## src/hw/rtl/stig_pkg.sv

```systemverilog
package stig_pkg;

  localparam int ValueW = 32;
  localparam int OpW    = 2;
  localparam int PosW   = 8;
  localparam int StatW  = 2;
  localparam int CountW = 5;

  localparam logic [OpW-1:0] OP_INSERT = 2'd0;
  localparam logic [OpW-1:0] OP_GET    = 2'd1;
  localparam logic [OpW-1:0] OP_DELETE = 2'd2;

  localparam logic [StatW-1:0] ST_OK        = 2'd0;
  localparam logic [StatW-1:0] ST_NOT_FOUND = 2'd1;
  localparam logic [StatW-1:0] ST_FULL      = 2'd2;

  typedef struct packed {
    logic [OpW-1:0]           opcode;
    logic signed [ValueW-1:0] value;
    logic [PosW-1:0]          position;
  } req_beat_t;

  typedef struct packed {
    logic [StatW-1:0]         status;
    logic signed [ValueW-1:0] result_value;
    logic [CountW-1:0]        entry_count;
    logic                     is_empty;
  } rsp_beat_t;

  typedef enum logic [2:0] {
    S_IDLE,
    S_INS,
    S_INS_FILL,
    S_GET,
    S_DEL_GET,
    S_DEL_SH,
    S_DONE
  } state_t;

endpackage

```

## src/hw/rtl/stig_ram.sv

```systemverilog
module stig_ram #(
  parameter int WIDTH = 32,
  parameter int DEPTH = 16
) (
  input  logic                     clk,
  input  logic                     we,
  input  logic [$clog2(DEPTH)-1:0] waddr,
  input  logic [WIDTH-1:0]         wdata,
  input  logic [$clog2(DEPTH)-1:0] raddr,
  output logic [WIDTH-1:0]         rdata
);

  logic [WIDTH-1:0] mem [DEPTH];

  always_ff @(posedge clk) begin
    if (we) begin
      mem[waddr] <= wdata;
    end
    rdata <= mem[raddr];
  end

endmodule

```

## src/hw/rtl/sorted_table_insert_get_delete_unit.sv

```systemverilog
// Sorted table of up to CAPACITY signed 32-bit values held in ascending order in one
// single-port-write, registered-read RAM. Insert walks down from the top entry, moving
// each larger entry up one slot, one entry per cycle, and lands after any equal values.
// Inserts into a full table, and gets and deletes at a position beyond the stored
// entries, fail and go straight to the result. Get reads the entry at the position.
// Delete reads the entry, then moves each later entry down one slot per cycle.
// The RAM port is the limit. One operation is in flight at a time and the next
// request is taken in the cycle after the result is loaded; a result beat waits in
// the output register while the next request is taken. Reset gives an empty table
// with no clearing pass.
module sorted_table_insert_get_delete_unit
  import stig_pkg::*;
#(
  parameter int CAPACITY = 16
) (
  input  logic      clk,
  input  logic      rst,
  input  logic      req_valid,
  output logic      req_stall,
  input  req_beat_t req_data,
  output logic      rsp_valid,
  input  logic      rsp_stall,
  output rsp_beat_t rsp_data
);

  localparam int AW = $clog2(CAPACITY);
  localparam int CW = $clog2(CAPACITY + 1);
  localparam int XW = AW + 1;
  localparam int PW = (CW > PosW) ? CW : PosW;

  state_t                   state, state_next;
  logic [CW-1:0]            count, count_next;
  logic [AW-1:0]            ptr, ptr_next;
  logic signed [ValueW-1:0] op_value, op_value_next;
  logic [StatW-1:0]         res_status, res_status_next;
  logic signed [ValueW-1:0] res_value, res_value_next;

  logic              ram_we;
  logic [AW-1:0]     ram_waddr;
  logic [ValueW-1:0] ram_wdata;
  logic [AW-1:0]     ram_raddr;
  logic [ValueW-1:0] ram_rdata;

  logic          in_range;
  logic [AW-1:0] pos_idx;
  logic          more_after;
  logic          rsp_load;

  stig_ram #(
    .WIDTH(ValueW),
    .DEPTH(CAPACITY)
  ) u_ram (
    .clk  (clk),
    .we   (ram_we),
    .waddr(ram_waddr),
    .wdata(ram_wdata),
    .raddr(ram_raddr),
    .rdata(ram_rdata)
  );

  assign req_stall  = (state != S_IDLE);
  assign in_range   = PW'(req_data.position) < PW'(count);
  assign pos_idx    = req_data.position[AW-1:0];
  assign more_after = (XW'(ptr) + XW'(1)) < XW'(count);
  assign rsp_load   = (state == S_DONE) && (!rsp_valid || !rsp_stall);

  always_comb begin
    state_next      = state;
    count_next      = count;
    ptr_next        = ptr;
    op_value_next   = op_value;
    res_status_next = res_status;
    res_value_next  = res_value;
    ram_we          = 1'b0;
    ram_waddr       = ptr;
    ram_wdata       = ram_rdata;
    ram_raddr       = '0;
    unique case (state)
      S_IDLE: begin
        if (req_valid) begin
          op_value_next   = req_data.value;
          res_value_next  = '0;
          res_status_next = ST_OK;
          state_next      = S_DONE;
          if (req_data.opcode == OP_INSERT) begin
            if (count == CW'(CAPACITY)) begin
              res_status_next = ST_FULL;
            end else if (count == '0) begin
              ptr_next   = '0;
              state_next = S_INS_FILL;
            end else begin
              ram_raddr  = AW'(count - CW'(1));
              ptr_next   = AW'(count - CW'(1));
              state_next = S_INS;
            end
          end else if (req_data.opcode == OP_GET || req_data.opcode == OP_DELETE) begin
            if (in_range) begin
              ram_raddr  = pos_idx;
              ptr_next   = pos_idx;
              state_next = (req_data.opcode == OP_GET) ? S_GET : S_DEL_GET;
            end else begin
              res_status_next = ST_NOT_FOUND;
            end
          end else begin
            res_status_next = ST_NOT_FOUND;
          end
        end
      end
      S_INS: begin
        ram_we    = 1'b1;
        ram_waddr = ptr + AW'(1);
        if ($signed(ram_rdata) > op_value) begin
          ram_wdata = ram_rdata;
          if (ptr == '0) begin
            state_next = S_INS_FILL;
          end else begin
            ram_raddr = ptr - AW'(1);
            ptr_next  = ptr - AW'(1);
          end
        end else begin
          ram_wdata  = op_value;
          count_next = count + CW'(1);
          state_next = S_DONE;
        end
      end
      S_INS_FILL: begin
        ram_we     = 1'b1;
        ram_waddr  = ptr;
        ram_wdata  = op_value;
        count_next = count + CW'(1);
        state_next = S_DONE;
      end
      S_GET: begin
        res_value_next = ram_rdata;
        state_next     = S_DONE;
      end
      S_DEL_GET, S_DEL_SH: begin
        if (state == S_DEL_GET) begin
          res_value_next = ram_rdata;
        end else begin
          ram_we    = 1'b1;
          ram_waddr = ptr - AW'(1);
          ram_wdata = ram_rdata;
        end
        if (more_after) begin
          ram_raddr  = ptr + AW'(1);
          ptr_next   = ptr + AW'(1);
          state_next = S_DEL_SH;
        end else begin
          count_next = count - CW'(1);
          state_next = S_DONE;
        end
      end
      S_DONE: begin
        if (rsp_load) begin
          state_next = S_IDLE;
        end
      end
      default: begin
        state_next = S_IDLE;
      end
    endcase
  end

  always_ff @(posedge clk) begin
    if (rst) begin
      state     <= S_IDLE;
      count     <= '0;
      rsp_valid <= 1'b0;
    end else begin
      state <= state_next;
      count <= count_next;
      if (rsp_load) begin
        rsp_valid <= 1'b1;
      end else if (!rsp_stall) begin
        rsp_valid <= 1'b0;
      end
    end
  end

  always_ff @(posedge clk) begin
    ptr        <= ptr_next;
    op_value   <= op_value_next;
    res_status <= res_status_next;
    res_value  <= res_value_next;
    if (rsp_load) begin
      rsp_data.status       <= res_status;
      rsp_data.result_value <= res_value;
      rsp_data.entry_count  <= CountW'(count);
      rsp_data.is_empty     <= (count == '0);
    end
  end

  a_count_bound : assert property (@(posedge clk) disable iff (rst)
    count <= CW'(CAPACITY))
    else $error("entry count above capacity");

  a_accept_leaves_idle : assert property (@(posedge clk) disable iff (rst)
    (req_valid && !req_stall) |=> (state != S_IDLE))
    else $error("accepted request did not start an operation");

  a_count_moves_at_end : assert property (@(posedge clk) disable iff (rst)
    (count != $past(count)) |-> (state == S_DONE))
    else $error("entry count changed outside operation end");

  a_ins_ptr_valid : assert property (@(posedge clk) disable iff (rst)
    (state == S_INS) |-> (XW'(ptr) < XW'(count)))
    else $error("insert walk outside stored entries");

endmodule
```

## config.mk

```make
export PLATFORM = sky130hd
export DESIGN_NAME = sorted_table_insert_get_delete_unit
export DESIGN_NICKNAME = d
export VERILOG_FILES = /design/src/hw/rtl/stig_pkg.sv /design/src/hw/rtl/stig_ram.sv /design/src/hw/rtl/sorted_table_insert_get_delete_unit.sv
export SDC_FILE = /design/constraint.sdc
export NUM_CORES = 1
export LEC_CHECK = 0
export BUFFER_PORTS_ARGS = -buffer_cell sky130_fd_sc_hd__clkbuf_2
export CAP_MARGIN = 10
export CORE_AREA = 4 4 285 287
export DETAILED_ROUTE_END_ITERATION = 6
export DIE_AREA = 0 0 289 291
export GPL_TIMING_DRIVEN = 0
export SLEW_MARGIN = 0
export SYNTH_ARGS = -nofsm -noshare
export SYNTH_HDL_FRONTEND = slang
export SYNTH_SLANG_ARGS = --single-unit
```

## constraint.sdc

```tcl
create_clock -name clk -period 4.25 [get_ports clk]
set_input_delay 0.6375 -clock clk [delete_from_list [all_inputs] [get_ports clk]]
set_output_delay 0.6375 -clock clk [all_outputs]
set_load 0.1 [all_outputs]
```

After elaboration in Yosys (flattened, before gate mapping)
Memories as Yosys holds them, arrays and structs flattened. A register that Yosys moved wholly into a read port is not among the register bits.
Cells that the tools add are included.
W data, S select, Z words.

storage, ports and cells
  bits in registers = 119
  memory bits (writable) = 512
  bits of input ports = 46
  output and inout port bits = 42
  logic and storage cells = 114
  memories kept = 1

operators by class
  add/subtract/negate cells = 5
  magnitude comparators = 3
  eq/ne operators = 22
  multiplexer cells = 51
  reductions and logical operators = 21

memories
  name       words  bits a word  rd ports  clocked after memory_dff  write ports  RTL line        RTL
  u_ram.mem  16     32           1         1                         1            stig_ram.sv:13  logic [WIDTH-1:0] mem [DEPTH];

operators by type and width
  cell                   number
  $mux W32               3
  $pmux W32 S3           1
  $mux W4                18
  $pmux W32 S2           1
  $gt A32 B32 Y1         1
  $mux W3                9
  $pmux W4 S3            2
  $ne A2 B2 Y1 const B   8
  $pmux W3 S5            1
  $pmux W5 S3            1
  $ne A3 B3 Y1 const B   4
  $reduce_bool A3 Y1     4
  $mux W2                5
  $mux W5                2
  $eq A3 B3 Y1 const B   3
  $reduce_and A3 Y1      3
  $lt A8 B5 Y1           1
  $pmux W4 S2            1
  $reduce_and A8 Y1      1
  $eq A3 B2 Y1 const B   2
  $mux W1                6
  $reduce_or A2 Y1       3
  $add A4 B1 Y5 const B  1
  $add A5 B1 Y5 const B  1
  other kinds (18)       20

Depth between registers and ports, before layout
  depth after elaboration = 7
  depth in mapped cells = 17

Modules after synthesis
From an unflattened synthesis, not the netlist that was laid out.

unflattened totals
  cell total of the unflattened synthesis = 1367
  area, all modules = 26106.3 um^2

modules (own cells, without submodules)
  module                               times used  cells an instance  area each (um^2)  seq. area each (um^2)
  stig_ram                             1           838                19835.3           16015.4
  sorted_table_insert_get_delete_unit  1           529                6271.0            3483.3

Worst setup path after synthesis
No wires, ideal clock.

  path type = register to register
  start point = reg ptr[0]
  end point = reg u_ram.rdata[16], read port of u_ram.mem
  data arrival time = 3.708 ns
  slack = 0.413 ns
  stages on the path, launching flop included = 17
  path buffers = 4
  clock period less this slack = 3.837 ns
  path through = edfxtp_1 > clkbuf_1 > inv_1 > ha_1 > ha_1 > a21boi_0 > o21a_1 > o21a_1 > o21ai_0 > nand2_1 > o221ai_2 > buf_2 > buf_2 > buf_1 > nand3_1 > a211oi_1 > a221oi_1

on the way
  cells in the longest elaborated chain, start to end = 4

RTL lines
  what                                     RTL line                                                                                RTL
  start: declaration                       sorted_table_insert_get_delete_unit.sv:33                                               logic [AW-1:0] ptr, ptr_next;
  start signal: assignment                 sorted_table_insert_get_delete_unit.sv:182                                              ptr <= ptr_next;
  $add A4 B1 Y5 (tied with other cells)    sorted_table_insert_get_delete_unit.sv:64                                               assign more_after = (XW'(ptr) + XW'(1)) < XW'(count);
  $lt A5 B5 Y1 or $mux W4 (tied branches)  sorted_table_insert_get_delete_unit.sv:64, sorted_table_insert_get_delete_unit.sv:114
  $mux W4, on equally long branches        sorted_table_insert_get_delete_unit.sv:145, sorted_table_insert_get_delete_unit.sv:112
  $pmux W4 S3 (*)                          sorted_table_insert_get_delete_unit.sv:78                                               unique case (state)
  end: declaration                         stig_ram.sv:10                                                                          output logic [WIDTH-1:0] rdata

Mark *: on every way between the ends. The rest lies on a longest branch, timed or not.
A chain may end at the register's enable or synchronous reset.

Worst setup path after layout
  start point = reg op_value[15]
  end point = reg u_ram.rdata[4], read port of u_ram.mem

on the way
  cells in the longest elaborated chain, start to end = 3

RTL lines
  what                      RTL line                                    RTL
  start: declaration        sorted_table_insert_get_delete_unit.sv:34   logic signed [ValueW-1:0] op_value, op_value_next;
  start signal: assignment  sorted_table_insert_get_delete_unit.sv:183  op_value <= op_value_next;
  $gt A32 B32 Y1            sorted_table_insert_get_delete_unit.sv:112  if ($signed(ram_rdata) > op_value) begin
  $mux W4                   sorted_table_insert_get_delete_unit.sv:112
  $pmux W4 S3               sorted_table_insert_get_delete_unit.sv:78

Every way passes these cells.

==> metrics.md <==
| Metric | Value |
|---|---|
| Outcome | complete, but fails checks |
| Violated checks | DRC |
| Routability cong. | 0.869 |
| Final ANT Viol Nets | 0 |
| CTS tree | done |
| R2R cell count | 16 |
| Met3 Use GR | 0.0310 |
| Post-route DRC | 1 |
| Worst-path clk slew | 60 ps |
| Total CTS buffers | 71 |
| Hold_ws | 201 ps |
| Tot GR Track Use | 0.178 |
| H-tree levels | 3 |
| Vias in the first global route | 16596 |
| Setup violators final | 0 |
| Dpl hpwl | 51.7 mm |
| Drt via density | 5.27 |
| Commonest non-fill, non-tap cell in the layout | edfxtp_1 |
| Final clock skew | 30.3 ps |
| Initial antenna violation count | 2 |
| CP delay by family, top | compound AO/OA/AOI/OAI gates |
| Sink Count | 663 |
| Largest net degree at the start of global routing | 33 |
| Via count | 16761 |
| Cell taking the most area after synthesis | edfxtp_1 |
| CP Launch Type | register |
| Max-Cap Viols | 0 |
| Worst Max-Slew Pin Slew | 1080 ps |
| Post-route clock period utilization | 0.983 |
| Synth unique cells | 56 |
| Leakage | 0.0108 uW |
| Critical path depth | 16 |
| Crit Reg-Reg Startpoint | op_value[15] |
| Critical path class | register to register |
| Mean Syn Cell Area | 14.5 um^2 |
| Worst EP required | 4730 ps |
| IO Count | 88 |
| Initial core utilization | 0.348 |
| Cell seen most often among critical-path stages | buf_4 |
| Switch Pwr | 9130 uW |
| Met2 usage | 0.302 |
| Flop2flop setup slack | 70 ps |
| RR Endpoint | u_ram.rdata[4] |
| Setup crit end | u_ram.rdata[4] |
| Hold WC Path Type | primary input to register |
| Post-Layout Cell Count | 3182 |
| Syn Inst Count | 1881 |
| Final min period | 4180 ps |
| Clk root buf | clkbuf_16 |
| Die Wd | 289 um |
| CP bufs+invs | 5 |
| Crit-path max FO | 10 |
| Worst Path Arrival | 4650 ps |
| Wire per inst | 23.9 um |
| Worst-path cell with the longest stage delay | or4b_4 |
| Reg power frac | 0.398 |
| Max-slew violations | 0 |
| Commonest non-fill, non-tap cells in the layout | edfxtp_1, mux2i_1, nand2_1 |
| Iter 0 DRT Violations | 1761 |
| Sequential fraction of the synthesis area | 0.713 |
| Row Count | 103 |
| Die area | 84100 um^2 |
| Pwr dens | 768 nW/um^2 |
| Routed WL | 76.1 mm |
| Comb pwr share | 0.363 |
| Syn_nets | 1976 |
| Synth Warn # | 0 |
| CP startpoint | op_value[15] |
| Crit path capture type | register |
| Clk pwr share | 0.239 |
| Power Internal | 15800 uW |
| Cell Chain, Critical Path | inv_1 -> ha_1 -> nand4_1 -> nor3_1 -> a21boi_1 -> or4b_4 -> a211oi_4 -> buf_12 -> buf_4 -> nor4_4 -> buf_4 -> o2111ai_4 -> and2_1 -> buf_2 -> o221ai_1 -> a32o_1 |
| Number of cells after detailed placement | 3039 |
| Share of post-route cells with drive strength above 1 | 0.184 |
| Clk_lat worst skew | 610 ps |
| GRT met1 Usage | 0.233 |
| Area growth, synth to finish | 18.9% |
| 1st-pass router iterations | 7 |
| Yosys reg bits | 663 |
| PortBufs | 86 |
| First-pass GRT wire length | 110 mm |
| Fill cells | 7094 |
| Hold Fails Final Rpt | 0 |
| Slew headroom | 0.274 |
| Max Fclk | 239 MHz |
| Most Used Layer, Global Route | met2 |
| Synth top area share | 0.683 |
| Switching Fraction | 0.366 |
| Area contributors post-synth | edfxtp_1, mux2i_1, dfxtp_1, nand2_1, ha_1 |
| Die Y | 291 um |
| Synth Flop Type | edfxtp_1 |
| Fin nets | 2175 |
| VDD IR max | 0.375 mV |
| Longest Clk Path Bufs | 3 |
| Core area | 78600 um^2 |
| Crit-path max cell delay | 520 ps |
| Asr flop ratio synth | 0 |
| Antenna diode count | 0 |
| Grt total ovfl | 0 |
| Mapped Area | 27400 um^2 |
| Post-synth EDFFs | 622 |
## power groups by stage
stage	Sequential (uW)	Clock [uW]	Combinational, uW
2_1_floorplan	10200	0	4990
3_3_place_gp	10100	0	7880
3_5_place_dp	10100	0	8340
4_1_cts	9940	6070	8750
5_1_grt	10000	6360	9740
6_report	9940	5970	9070
## worst min path at each step
stage	slack (ps)	cells past startpoint	to	from
2_1_floorplan	400	0	rsp_data[10]	res_value[4]
3_3_place_gp	400	0	rsp_data[28]	res_value[22]
3_5_place_dp	410	0	rsp_data[16]	res_value[10]
4_1_cts	170	1	op_value[23]	req_data[31]
5_1_grt	180	1	op_value[23]	req_data[31]
6_report	200	1	op_value[23]	req_data[31]
## cell families (layout without fill, tap and decap cells)
family,count (synthesis),in the layout,share of synthesized area
adders and majority gates,49,49,0.0224
muxes,207,207,0.0771
xor gates and xnor gates,14,14,0.00448
and+or+nand+nor,491,491,0.0842
AOI/OAI and AO/OA,311,311,0.0755
DFF,663,663,0.713
buffers and inverters,146,397,0.0236
## worst register-to-register path: cells and delay by family (launching register included)
| kind | cells | cell delay (ps) |
|---|---|---|
| buf+inv | 5 | 900 |
| compound gates | 5 | 1210 |
| simple gates | 5 | 1150 |
| fa+ha+maj | 1 | 320 |
| flops | 1 | 490 |
## routing by layer
layer	share of wire	routed length, um	vias up
li1	-	-	7583
met1	0.41	31300	8374
met2	0.49	37500	673
met3	0.069	5240	131
met4	0.028	2150	0
met5	0	0	-
## registers in the layout (all words and copies together), names as in the netlist
register and count:
count 5, op_value 32, ptr 4, res_status 2, res_value 32, rsp_data 40, rsp_valid 1, state 3
u_ram.mem 512, u_ram.rdata 32
## stage by stage
step	instance area [um^2]	TNS (ps)	utilization	total power (uW)	setup slack, ps
floorplan	27400	0	-	15200	413
CTS	32300	0	0.411	24800	1.10
global placement	29100	-1219070	0.370	18000	-1940
global route	32500	-101	0.414	26100	-51.4
finish	32500	0	0.414	25000	72.9
detailed placement	29700	-103500	0.378	18400	-1270
## synth_stat cells (all sizes together), types with 45 or more instances
| cell | number |
|---|---|
| edfxtp | 622 |
| mux2i | 176 |
| nand2 | 169 |
| nor2 | 119 |
| o21ai | 79 |
| a21oi | 73 |
| buf | 51 |
| ha | 49 |
| and2 | 48 |
| inv | 48 |
| clkbuf | 47 |
| nand3 | 45 |
## layout make-up
class                      instances  area, um^2  share of cell area
buffer                            97         673              0.0207
clock buffer                      93        1920              0.0591
clock inverter                    32         307             0.00942
inverter                          48         180             0.00554
multi-input combinational       1072        7570               0.233
sequential                       663       19500               0.599
tap                             1050        1310              0.0404
timing repair buffer             127        1080              0.0331
## timing repair
item | in CTS | in global routing
pin swaps | 9 | 8
setup buffers | 11 | 8
hold buffers | 0 | 0
setup endpoints to repair | 480 | 474
gates resized for setup | 102 | 52
Power figures use the tool's default switching activity.
